### config.mk
export PLATFORM = sky130hd
export DESIGN_NAME = windowed_power_energy_meter_top_flat
export DESIGN_NICKNAME = d
export VERILOG_FILES = /design/src/design/wpem_pkg.sv /design/src/design/wpem_meas_if.sv /design/src/design/wpem_result_if.sv /design/src/design/wpem_window.sv /design/src/design/windowed_power_energy_meter_top.sv /design/src/flat_wrapper.sv
export SDC_FILE = /design/constraint.sdc
export NUM_CORES = 1
export LEC_CHECK = 0
export ABC_CLOCK_PERIOD_IN_PS = 13700
export BUFFER_PORTS_ARGS = -buffer_cell sky130_fd_sc_hd__buf_2
export CAP_MARGIN = 20
export CORE_MARGIN = 4
export CORE_UTILIZATION = 40
export DETAILED_ROUTE_END_ITERATION = 6
export GPL_ROUTABILITY_DRIVEN = 0
export GPL_TIMING_DRIVEN = 0
export PLACE_DENSITY = 0.55
export SLEW_MARGIN = 20
export SYNTH_ARGS = -nofsm -noshare
export SYNTH_HDL_FRONTEND = slang
export SYNTH_SLANG_ARGS = --single-unit
### constraint.sdc
create_clock -name clk -period 13.7 [get_ports clk]
set_clock_uncertainty 0.1 [all_clocks]
set_input_delay 0 -clock clk [delete_from_list [all_inputs] [get_ports clk]]
set_output_delay 0 -clock clk [all_outputs]
set_load 0.05 [all_outputs]
### src/design/wpem_pkg.sv
package wpem_pkg;

    localparam int POWER_W = 13;
    localparam logic [POWER_W-1:0] POWER_MAX = 13'd8191;
    localparam int WATT_DIVISOR = 11;

    localparam int PFL_W = 10;
    localparam int MWS_W = 16;
    localparam logic [PFL_W-1:0] PFL_RESET = 10'd500;
    localparam logic [MWS_W-1:0] MWS_RESET = 16'd150;

    localparam int CFG_INDEX_W = 1;
    localparam int CFG_DATA_W = 16;
    localparam logic [CFG_INDEX_W-1:0] CFG_POWER_FAIL_LEVEL = 1'd0;
    localparam logic [CFG_INDEX_W-1:0] CFG_MIN_WINDOW_SUM = 1'd1;

    typedef enum logic [1:0]
    {
        PWR_HOLD,
        PWR_ZERO,
        PWR_PUSH,
        PWR_LOAD
    } wpem_pwr_op_t;

    typedef struct packed
    {
        logic read;
        logic commit;
    } wpem_win_ctrl_t;

endpackage

### src/design/wpem_meas_if.sv
interface wpem_meas_if #(
    parameter int SAMPLE_BITS = 10
);
    logic                   valid;
    logic                   ready;
    logic [SAMPLE_BITS-1:0] sample;
    logic                   channel;
    logic                   relay_on;

    modport source
    (
        output valid,
        output sample,
        output channel,
        output relay_on,
        input  ready
    );

    modport sink
    (
        input  valid,
        input  sample,
        input  channel,
        input  relay_on,
        output ready
    );
endinterface

### src/design/wpem_result_if.sv
interface wpem_result_if #(
    parameter int ENERGY_BITS = 48
);
    logic                         valid;
    logic                         ready;
    logic [wpem_pkg::POWER_W-1:0] power_watts;
    logic [ENERGY_BITS-1:0]       energy_count;
    logic                         save_request;

    modport source
    (
        output valid,
        output power_watts,
        output energy_count,
        output save_request,
        input  ready
    );

    modport sink
    (
        input  valid,
        input  power_watts,
        input  energy_count,
        input  save_request,
        output ready
    );
endinterface

### src/design/wpem_window.sv
module wpem_window #(
    parameter int WINDOW_LEN  = 50,
    parameter int SAMPLE_BITS = 10,
    parameter int SUM_W       = 16
)
(
    input  logic                     clk,
    input  logic                     rst_n,
    input  wpem_pkg::wpem_win_ctrl_t ctrl,
    input  logic [SAMPLE_BITS-1:0]   commit_sample,
    output logic [SUM_W-1:0]         sum_next
);

    localparam int PTR_W = $clog2(WINDOW_LEN);
    localparam logic [PTR_W-1:0] PTR_LAST = PTR_W'(WINDOW_LEN - 1);

    logic [SAMPLE_BITS-1:0] mem_array [WINDOW_LEN];
    logic [SAMPLE_BITS-1:0] rd_data_reg;
    logic                   rd_valid_reg;
    logic [PTR_W-1:0]       pos_reg;
    logic [PTR_W-1:0]       pos_next;
    logic [PTR_W-1:0]       wr_addr_reg;
    logic                   wrapped_reg;
    logic [SUM_W-1:0]       sum_reg;
    logic [SAMPLE_BITS-1:0] old_sample;

    // An entry is read before it is rewritten, and the next read
    // always goes to the following entry, so accesses never collide.
    always_ff @(posedge clk)
    begin
        if (ctrl.read)
        begin
            rd_data_reg <= mem_array[pos_reg];
        end
        if (ctrl.commit)
        begin
            mem_array[wr_addr_reg] <= commit_sample;
        end
    end

    always_comb
    begin
        pos_next = (pos_reg == PTR_LAST) ? '0 : pos_reg + 1'b1;
        // Entries not yet written since reset count as zero until the first wrap.
        old_sample = rd_valid_reg ? rd_data_reg : '0;
        sum_next = sum_reg - SUM_W'(old_sample) + SUM_W'(commit_sample);
    end

    always_ff @(posedge clk or negedge rst_n)
    begin
        if (!rst_n)
        begin
            pos_reg      <= '0;
            wr_addr_reg  <= '0;
            wrapped_reg  <= 1'b0;
            rd_valid_reg <= 1'b0;
            sum_reg      <= '0;
        end
        else
        begin
            if (ctrl.read)
            begin
                wr_addr_reg  <= pos_reg;
                rd_valid_reg <= wrapped_reg;
                pos_reg      <= pos_next;
                if (pos_reg == PTR_LAST)
                begin
                    wrapped_reg <= 1'b1;
                end
            end
            if (ctrl.commit)
            begin
                sum_reg <= sum_next;
            end
        end
    end

endmodule

### src/design/windowed_power_energy_meter_top.sv
// Power and energy meter. One sample word is accepted per clock cycle unless
// result.ready holds it back; results pass the s1, s2, s3 and output registers
// in input order, one for every sample. The rate is set by the running window
// sum, which reads the oldest sample from the window memory and writes the new
// one back as its word leaves s1. The window memory needs no clearing pass after
// reset: a wrap flag makes entries not yet written read as zero. Watts are the
// window sum divided by eleven through a reciprocal multiply, and energy is a
// wrapping count of watts. While a result waits, the block keeps accepting words
// until its four stages are full. The user must write configuration through
// cfg_write, cfg_index and cfg_data while the block is idle; it is not enforced.
module windowed_power_energy_meter_top #(
    parameter int WINDOW_LEN  = 50,
    parameter int SAMPLE_BITS = 10,
    parameter int ENERGY_BITS = 48
)
(
    input  logic                                clk,
    input  logic                                rst_n,
    input  logic                                cfg_write,
    input  logic [wpem_pkg::CFG_INDEX_W-1:0]    cfg_index,
    input  logic [wpem_pkg::CFG_DATA_W-1:0]     cfg_data,
    wpem_meas_if.sink                           meas,
    wpem_result_if.source                       result
);

    localparam int SUM_MAX   = WINDOW_LEN * ((2 ** SAMPLE_BITS) - 1);
    localparam int SUM_W     = $clog2(SUM_MAX + 1);
    localparam int DIV_SHIFT = SUM_W + 4;
    localparam int RECIP_W   = SUM_W + 1;
    localparam int PROD_W    = SUM_W + RECIP_W;
    localparam int QUOT_W    = PROD_W - DIV_SHIFT;
    localparam int CMP_W     = (QUOT_W > wpem_pkg::POWER_W) ? QUOT_W : wpem_pkg::POWER_W;
    localparam int SUMC_W    = (SUM_W > wpem_pkg::MWS_W) ? SUM_W : wpem_pkg::MWS_W;
    localparam int SMPC_W    = (SAMPLE_BITS > wpem_pkg::PFL_W) ? SAMPLE_BITS : wpem_pkg::PFL_W;
    localparam logic [63:0] RECIP_FULL =
        ((64'd1 << DIV_SHIFT) + 64'(wpem_pkg::WATT_DIVISOR - 1)) / 64'(wpem_pkg::WATT_DIVISOR);
    localparam logic [RECIP_W-1:0] RECIP = RECIP_FULL[RECIP_W-1:0];

    logic [wpem_pkg::PFL_W-1:0] pfl_reg;
    logic [wpem_pkg::MWS_W-1:0] mws_reg;

    logic en1;
    logic en2;
    logic en3;
    logic en4;
    logic accept;

    wpem_pkg::wpem_pwr_op_t in_op;
    logic                   in_save;

    logic                   s1_valid_reg;
    wpem_pkg::wpem_pwr_op_t s1_op_reg;
    logic [SAMPLE_BITS-1:0] s1_sample_reg;
    logic                   s1_save_reg;

    wpem_pkg::wpem_win_ctrl_t win_ctrl;
    logic [SUM_W-1:0]         win_sum_next;

    logic                   s2_valid_reg;
    wpem_pkg::wpem_pwr_op_t s2_op_reg;
    logic [SUM_W-1:0]       s2_sum_reg;
    logic                   s2_save_reg;
    wpem_pkg::wpem_pwr_op_t s2_op_next;
    logic [PROD_W-1:0]      s2_prod_next;

    logic                   s3_valid_reg;
    wpem_pkg::wpem_pwr_op_t s3_op_reg;
    logic [PROD_W-1:0]      s3_prod_reg;
    logic                   s3_save_reg;
    logic [QUOT_W-1:0]      quot;
    logic [wpem_pkg::POWER_W-1:0] watts;

    logic                         out_valid_reg;
    logic [wpem_pkg::POWER_W-1:0] power_reg;
    logic [wpem_pkg::POWER_W-1:0] power_next;
    logic [ENERGY_BITS-1:0]       energy_reg;
    logic [ENERGY_BITS-1:0]       energy_next;
    logic                         save_reg;

    always_ff @(posedge clk or negedge rst_n)
    begin
        if (!rst_n)
        begin
            pfl_reg <= wpem_pkg::PFL_RESET;
            mws_reg <= wpem_pkg::MWS_RESET;
        end
        else if (cfg_write)
        begin
            case (cfg_index)
                wpem_pkg::CFG_POWER_FAIL_LEVEL: pfl_reg <= cfg_data[wpem_pkg::PFL_W-1:0];
                wpem_pkg::CFG_MIN_WINDOW_SUM:   mws_reg <= cfg_data[wpem_pkg::MWS_W-1:0];
                default:                        ;
            endcase
        end
    end

    always_comb
    begin
        en4 = !out_valid_reg || result.ready;
        en3 = !s3_valid_reg || en4;
        en2 = !s2_valid_reg || en3;
        en1 = !s1_valid_reg || en2;
        accept = meas.valid && en1;

        if (meas.channel)
        begin
            in_op = wpem_pkg::PWR_HOLD;
        end
        else if (!meas.relay_on)
        begin
            in_op = wpem_pkg::PWR_ZERO;
        end
        else if (meas.sample == '0)
        begin
            in_op = wpem_pkg::PWR_HOLD;
        end
        else
        begin
            in_op = wpem_pkg::PWR_PUSH;
        end
        in_save = meas.channel && (SMPC_W'(meas.sample) < SMPC_W'(pfl_reg));

        win_ctrl.read   = accept && (in_op == wpem_pkg::PWR_PUSH);
        win_ctrl.commit = s1_valid_reg && en2 && (s1_op_reg == wpem_pkg::PWR_PUSH);
    end

    assign meas.ready = en1;

    wpem_window #(
        .WINDOW_LEN  (WINDOW_LEN),
        .SAMPLE_BITS (SAMPLE_BITS),
        .SUM_W       (SUM_W)
    ) u_window (
        .clk           (clk),
        .rst_n         (rst_n),
        .ctrl          (win_ctrl),
        .commit_sample (s1_sample_reg),
        .sum_next      (win_sum_next)
    );

    always_comb
    begin
        s2_op_next = s2_op_reg;
        if (s2_op_reg == wpem_pkg::PWR_PUSH)
        begin
            s2_op_next = (SUMC_W'(s2_sum_reg) > SUMC_W'(mws_reg)) ?
                         wpem_pkg::PWR_LOAD : wpem_pkg::PWR_ZERO;
        end
        s2_prod_next = PROD_W'(s2_sum_reg) * PROD_W'(RECIP);
    end

    always_comb
    begin
        quot  = s3_prod_reg[PROD_W-1:DIV_SHIFT];
        watts = (CMP_W'(quot) > CMP_W'(wpem_pkg::POWER_MAX)) ?
                wpem_pkg::POWER_MAX : wpem_pkg::POWER_W'(quot);
        power_next  = power_reg;
        energy_next = energy_reg;
        case (s3_op_reg)
            wpem_pkg::PWR_ZERO:
            begin
                power_next = '0;
            end
            wpem_pkg::PWR_LOAD:
            begin
                power_next  = watts;
                energy_next = energy_reg + ENERGY_BITS'(watts);
            end
            default:
            begin
                power_next = power_reg;
            end
        endcase
    end

    always_ff @(posedge clk or negedge rst_n)
    begin
        if (!rst_n)
        begin
            s1_valid_reg  <= 1'b0;
            s2_valid_reg  <= 1'b0;
            s3_valid_reg  <= 1'b0;
            out_valid_reg <= 1'b0;
            power_reg     <= '0;
            energy_reg    <= '0;
            save_reg      <= 1'b0;
        end
        else
        begin
            if (en1)
            begin
                s1_valid_reg <= meas.valid;
            end
            if (en2)
            begin
                s2_valid_reg <= s1_valid_reg;
            end
            if (en3)
            begin
                s3_valid_reg <= s2_valid_reg;
            end
            if (en4)
            begin
                out_valid_reg <= s3_valid_reg;
                if (s3_valid_reg)
                begin
                    power_reg  <= power_next;
                    energy_reg <= energy_next;
                    save_reg   <= s3_save_reg;
                end
            end
        end
    end

    always_ff @(posedge clk)
    begin
        if (en1)
        begin
            s1_op_reg     <= in_op;
            s1_sample_reg <= meas.sample;
            s1_save_reg   <= in_save;
        end
        if (en2)
        begin
            s2_op_reg   <= s1_op_reg;
            s2_sum_reg  <= win_sum_next;
            s2_save_reg <= s1_save_reg;
        end
        if (en3)
        begin
            s3_op_reg   <= s2_op_next;
            s3_prod_reg <= s2_prod_next;
            s3_save_reg <= s2_save_reg;
        end
    end

    assign result.valid        = out_valid_reg;
    assign result.power_watts  = power_reg;
    assign result.energy_count = energy_reg;
    assign result.save_request = save_reg;

    // The window compare has resolved every push by the last stage.
    assert property (@(posedge clk) disable iff (!rst_n)
        s3_valid_reg |-> (s3_op_reg != wpem_pkg::PWR_PUSH))
    else $error("unresolved push reached the last stage");

    assert property (@(posedge clk) disable iff (!rst_n)
        (en4 && s3_valid_reg && (s3_op_reg == wpem_pkg::PWR_ZERO)) |=> (power_reg == '0))
    else $error("power not cleared");

    assert property (@(posedge clk) disable iff (!rst_n)
        !(en4 && s3_valid_reg && (s3_op_reg == wpem_pkg::PWR_LOAD)) |=> $stable(energy_reg))
    else $error("energy changed without a load");

    assert property (@(posedge clk) disable iff (!rst_n)
        (win_ctrl.read && win_ctrl.commit) |-> (s1_op_reg == wpem_pkg::PWR_PUSH))
    else $error("window commit without a push in flight");

endmodule

### src/flat_wrapper.sv
// flat-port wrapper written by rule: the top's interface ports become plain ports
module windowed_power_energy_meter_top_flat 
#(
    parameter int WINDOW_LEN  = 50,
    parameter int SAMPLE_BITS = 10,
    parameter int ENERGY_BITS = 48
)
  (clk, rst_n, cfg_write, cfg_index, cfg_data, meas_valid, meas_sample, meas_channel, meas_relay_on, meas_ready, result_valid, result_power_watts, result_energy_count, result_save_request, result_ready);
  wpem_meas_if #(.SAMPLE_BITS(SAMPLE_BITS)) meas_i ();
  wpem_result_if #(.ENERGY_BITS(ENERGY_BITS)) result_i ();
  input  logic clk;
  input  logic rst_n;
  input  logic cfg_write;
  input  logic [wpem_pkg::CFG_INDEX_W-1:0] cfg_index;
  input  logic [wpem_pkg::CFG_DATA_W-1:0] cfg_data;
  input wire logic [$bits(meas_i.valid)-1:0] meas_valid;
  input wire logic [$bits(meas_i.sample)-1:0] meas_sample;
  input wire logic [$bits(meas_i.channel)-1:0] meas_channel;
  input wire logic [$bits(meas_i.relay_on)-1:0] meas_relay_on;
  output wire logic [$bits(meas_i.ready)-1:0] meas_ready;
  output wire logic [$bits(result_i.valid)-1:0] result_valid;
  output wire logic [$bits(result_i.power_watts)-1:0] result_power_watts;
  output wire logic [$bits(result_i.energy_count)-1:0] result_energy_count;
  output wire logic [$bits(result_i.save_request)-1:0] result_save_request;
  input wire logic [$bits(result_i.ready)-1:0] result_ready;
  assign meas_i.valid = meas_valid;
  assign meas_i.sample = meas_sample;
  assign meas_i.channel = meas_channel;
  assign meas_i.relay_on = meas_relay_on;
  assign meas_ready = meas_i.ready;
  assign result_valid = result_i.valid;
  assign result_power_watts = result_i.power_watts;
  assign result_energy_count = result_i.energy_count;
  assign result_save_request = result_i.save_request;
  assign result_i.ready = result_ready;
  windowed_power_energy_meter_top #(.WINDOW_LEN(WINDOW_LEN), .SAMPLE_BITS(SAMPLE_BITS), .ENERGY_BITS(ENERGY_BITS)) u_core (.clk(clk), .rst_n(rst_n), .cfg_write(cfg_write), .cfg_index(cfg_index), .cfg_data(cfg_data), .meas(meas_i), .result(result_i));
endmodule
## Yosys cells after proc, flatten, opt, wreduce, memory -nomap -nowiden

Memory sizes are Yosys's and may differ from the RTL's. A register that Yosys moved wholly into a read port is not among the register bits.
Index checks and enable logic that the tools add are counted.

- Bits of input ports: 34
- Logic and storage cells: 71
- Output and inout port bits: 64
- Memories: 1
- Flip-flop bits (word level): 189
- Memory bits (writable): 500

Memories:

| name | depth | width | read ports | clocked after Yosys merged registers in | write ports | line | text |
|---|---|---|---|---|---|---|---|
| u_core.u_window.mem_array | 50 | 10 | 1 | 1 | 1 | wpem_window.sv:17 | `logic [SAMPLE_BITS-1:0] mem_array [WINDOW_LEN];` |

- Eq/ne operators: 6
- Multiply operators: 1
- Bitwise gates (word level): 1
- Mux-type cells: 11
- Reductions and logical operators: 21
- Add/sub/neg operators: 4
- $lt $le $gt $ge: 3

Operator list:

| kind | number |
|---|---|
| adder 48 x 13 -> 48 bit | 1 |
| multiplier 16 x 16 -> 32 bit, second input constant | 1 |
| case mux 13 bit (2 select lines) | 1 |
| adder 16 x 10 -> 16 bit | 1 |
| > comparator 16 bit | 1 |
| subtractor 16 x 10 -> 16 bit | 1 |
| > comparator 13 bit, second input constant | 1 |
| two-way mux 13 bit | 1 |
| logical NOT 10 bit | 1 |
| < comparator 10 bit | 1 |
| two-way mux 10 bit | 1 |
| two-way mux 2 bit | 5 |
| equality test 2 bit, second input constant | 4 |
| AND reduction 2 bit | 4 |
| adder 6 x 1 -> 6 bit, second input constant | 1 |
| equality test 6 bit, second input constant | 1 |
| two-way mux 6 bit | 1 |
| AND reduction 3 bit | 2 |
| logical AND 1 bit | 5 |
| logical NOT 1 bit | 4 |
| logical OR 1 bit | 4 |
| equality test 2 x 1 -> 1 bit, second input constant | 1 |
| two-way mux 1 bit | 2 |
| nonzero test 2 bit | 1 |
| NOT 1 bit | 1 |

## Depth between registers and ports, before layout

- Depth after elaboration: 8
- Mapped depth: 19
- Mapped depth without buffers: 19

## Cells and area by module

Synthesis repeated with hierarchy kept, for this count alone.

- Cell total of the unflattened synthesis: 2307
- Area total of the unflattened synthesis: 33676.0 sq um

By module, submodules not included:

| module | instances | cells each | area an instance (sq um) | seq. area each (sq um) |
|---|---|---|---|---|
| wpem_window | 1 | 1212 | 22068.7 | 16065.4 |
| windowed_power_energy_meter_top | 1 | 1095 | 11607.4 | 3756.1 |

## Worst setup path after synthesis

No wires, ideal clock.

- Kind: register to register
- From: register u_core.s2_sum_reg[3]
- To: register u_core.s3_prod_reg[29], data pin
- Library setup time: 0.267 ns
- Required time: 13.333 ns
- Arrival time: 5.403 ns
- Path slack: 7.930 ns
- Clock period less this slack: 5.770 ns
- Stages on the path, launching flop included: 18
- Path buffers: 0
- Cells stage by stage: edfxtp_1 -> ha_1 -> inv_1 -> fa_1 -> inv_1 -> fa_1 -> fa_1 -> fa_1 -> inv_1 -> fa_1 -> inv_1 -> ha_1 -> a21oi_1 -> o21ai_1 -> or4_1 -> a21oi_1 -> a31oi_1 -> xor2_1

- Word-level cells in the longest chain between the ends: 1

RTL lines:

| what | line | text |
|---|---|---|
| start, declared | windowed_power_energy_meter_top.sv:61 | `logic [SUM_W-1:0] s2_sum_reg;` |
| start signal, assigned | windowed_power_energy_meter_top.sv:226 | `s2_sum_reg <= win_sum_next;` |
| multiplier 16 x 16 -> 32 bit | windowed_power_energy_meter_top.sv:149 | `s2_prod_next = PROD_W'(s2_sum_reg) * PROD_W'(RECIP);` |
| named net u_core.s2_prod_next[29] | windowed_power_energy_meter_top.sv:64 | `logic [PROD_W-1:0] s2_prod_next;` |
| end signal, assigned | windowed_power_energy_meter_top.sv:232 | `s3_prod_reg <= s2_prod_next;` |
| end, declared | windowed_power_energy_meter_top.sv:68 | `logic [PROD_W-1:0] s3_prod_reg;` |

The timed path passes the listed nets, and every way through them passes these cells.
A chain may end at the register's enable or synchronous reset.

## Final worst setup path

- From: register u_core.s2_sum_reg[11]
- To: register u_core.s3_prod_reg[29], data pin

Same word-level chain as after synthesis.

==> run summary <==
status: finished clean
sequential share of the synthesized area: 0.5945
Synthesis Warnings: 0
worst setup path start: u_core.s2_sum_reg[11]
max FFs per register: 500
Avg Cell Area, Syn: 15.54 um2
part of the cycle the worst path needs: 0.4722
Sink Count: 680
Most flops, register: u_core.u_window.mem_array
post_cts resized: 0
WL/cell: 22.12 um
Worst EP arrival: 6730 ps
die area: 88040 um2
CP dominant cell by count: fa_1
Critical Path Max Stage Delay: 890 ps
crit path max-delay cell type: edfxtp_1
RSZ-0062 raised after global routing: false
TritonCTS buffer count: 73
Std-Cell Rows: 105
Netlist cell types: 57
Hold Fails Final Rpt: 0
I/O pins: 98
layout cells sized above 1: 0.1829
initial antenna violation count: 3
Die W: 296.7 um
vias in the first global route: 19428
Slew Viols, Final: 0
Area Growth Syn to Fin: 15.07%
EDFF count, synth: 558
TritonCTS clock tree: yes
CORE AREA: 82370 um2
number of synthesized register bits: 680
clock root cell: clkbuf_16
I/O Buffers: 97
DR vias/cell: 5.193
initial drt markers: 1148
largest fanout on the critical path: 11
Req. time, crit path: 13960 ps
Buffers & Inverters on Critical Path: 4
most common cell after layout, fill and taps aside: edfxtp_1
Final setup viols: 0
Post-synth ARST share: 0.1794
syn_nets: 2487
FMAX: 0.1546 GHz
DR vias: 18223
Initial Util: 0.4048
WL final: 77630 um
Setup CP Type: reg2reg
Post-Syn Instances: 2145
Skew-Pair Late Insertion Delay: 640 ps
Reg2Reg Launch Point: u_core.s2_sum_reg[11]
CP Capture Type: flip-flop
fin nets: 2723
DRT antenna net count: 0
clock buffer depth: 3
critical path, cell by cell: fa_1, ha_1, inv_1, fa_1, inv_1, fa_1, fa_1, inv_1, fa_1, inv_1, ha_1, a21oi_1, nand3_1, or4_1, a21oi_1, a31oi_1, xor2_1
Mapped Area: 33340 um2
combined area of the multi-input logic cells: 12170 um2
Die Y-Extent: 296.7 um
Relative slew margins: 0.2758
DRC Markers: 0
Initial DRT Pass Iterations: 5
dpl hpwl: 55680 um
CP top delay family: adder cells
commonest non-fill, non-tap cells in the layout: edfxtp_1 (558), inv_1 (265), ha_1 (201), mux4_2 (160), nand2_1 (125)
H-tree Lvls: 3
All-Layer GR Usage: 0.1777
Worst Hold Class: in2reg
Sequential Area: 19820 um2
ys flop type: edfxtp_1
FILL cells: 7161
largest net degree at the start of global routing: 81
Max-Cap Viols: 0
first-pass GRT wire length: 119400 um
TNS Setup: 0 ps
Critical Path Start Type: flip-flop
Slew @ Worst Pin: 1082 ps
HP Start: cfg_data[14]
Period minus WS final: 6469 ps
Clock transition at path regs: 70 ps
total gr overflow: 0
metal layers:
layer | global-route usage | part of all wire | up-vias
met3 | 0.02578 | 0.038 | 105
li1 | - | - | 8368
met2 | 0.3111 | 0.51 | 352
met1 | 0.2357 | 0.43 | 9398
met5 | 0 | 0 | -
met4 | 0.04128 | 0.022 | 0
synthesized netlist by cell type, drive strengths merged, types with 4 or more instances:
master / count / area [um2]
edfxtp: 558 / 16760
inv: 265 / 994.7
ha: 201 / 2515
mux4: 160 / 3603
nand2: 125 / 469.2
dfrtp: 112 / 2803
fa: 107 / 2142
nor2: 82 / 307.8
o21ai: 63 / 315.3
xnor2: 55 / 481.7
clkbuf: 52 / 195.2
a21oi: 49 / 245.2
nand3: 36 / 180.2
mux2: 33 / 371.6
a21o: 27 / 202.7
buf: 24 / 156.4
nand4: 21 / 131.4
xor2: 19 / 166.4
and2: 15 / 93.84
nand2b: 12 / 75.07
dfstp: 10 / 262.8
nor2b: 10 / 62.56
o21a: 10 / 75.07
a31oi: 9 / 56.30
and3: 7 / 43.79
nand3b: 7 / 52.55
nor3: 7 / 35.03
o21bai: 7 / 52.55
o31ai: 6 / 45.04
a211oi: 5 / 37.54
and4: 5 / 43.79
o211ai: 5 / 37.54
or3: 5 / 31.28
nand4b: 4 / 35.03
final cells by class:
cell class | count | share of cell area
clock inverters | 34 | 0.01004
well taps | 1070 | 0.03490
flip-flops and latches | 680 | 0.5166
multi-input cells | 1123 | 0.3172
plain buffers | 76 | 0.009197
clock buffers | 98 | 0.05110
repair buffers | 161 | 0.03480
diodes | 1 | 0.00006523
inverters | 266 | 0.02602
per-stage QoR:
stage | utilization | hold slack [ps] | instance area (um2) | std cells | setup slack, ps
floorplan | - | -395.6 | 33340 | 2145 | 7930
global placement | 0.4269 | 118.3 | 35170 | 3312 | 7139
detailed placement | 0.4320 | -165.6 | 35580 | 3334 | 7120
CTS | 0.4654 | 12.48 | 38340 | 3505 | 7169
global route | 0.4657 | 46.15 | 38360 | 3508 | 6903
finish | 0.4658 | 41.16 | 38370 | 3509 | 7231
final timing paths:
check                      slack, ps  cells after the start                      to
setup / recovery                7230                     17  u_core.s3_prod_reg[29]
hold / removal                    40                      3      u_core.mws_reg[14]
setup reg to reg                7230                     17  u_core.s3_prod_reg[29]
hold reg to reg                  310                      0      u_core.s3_save_reg
max in group asynchronous      12590                      4       u_core.pfl_reg[5]
min in group asynchronous        430                      4      u_core.mws_reg[15]
what timing repair did:
item                                    in CTS  in global routing
hold buffers                                39                  0
endpoints found under the hold margin      174                  0
endpoints found under the setup margin       0                  0
setup buffers                                0                  0
logic make-up after synthesis:
| family | after synthesis | synth area share |
|---|---|---|
| buffers and inverters | 342 | 0.04049 |
| xor gates and xnor gates | 74 | 0.01944 |
| AOI/OAI and AO/OA | 195 | 0.03576 |
| adders and majority gates | 308 | 0.1397 |
| muxes | 196 | 0.1201 |
| and+or+nand+nor | 350 | 0.05002 |
| DFF | 680 | 0.5945 |
worst min-delay path, delay by kind of cell:
family   cells  cell delay, ps
buf+inv      2             610
mux          1             130
Power is not shown: default switching activity piles up to over one toggle a cycle in this logic, so the estimate is an artifact.
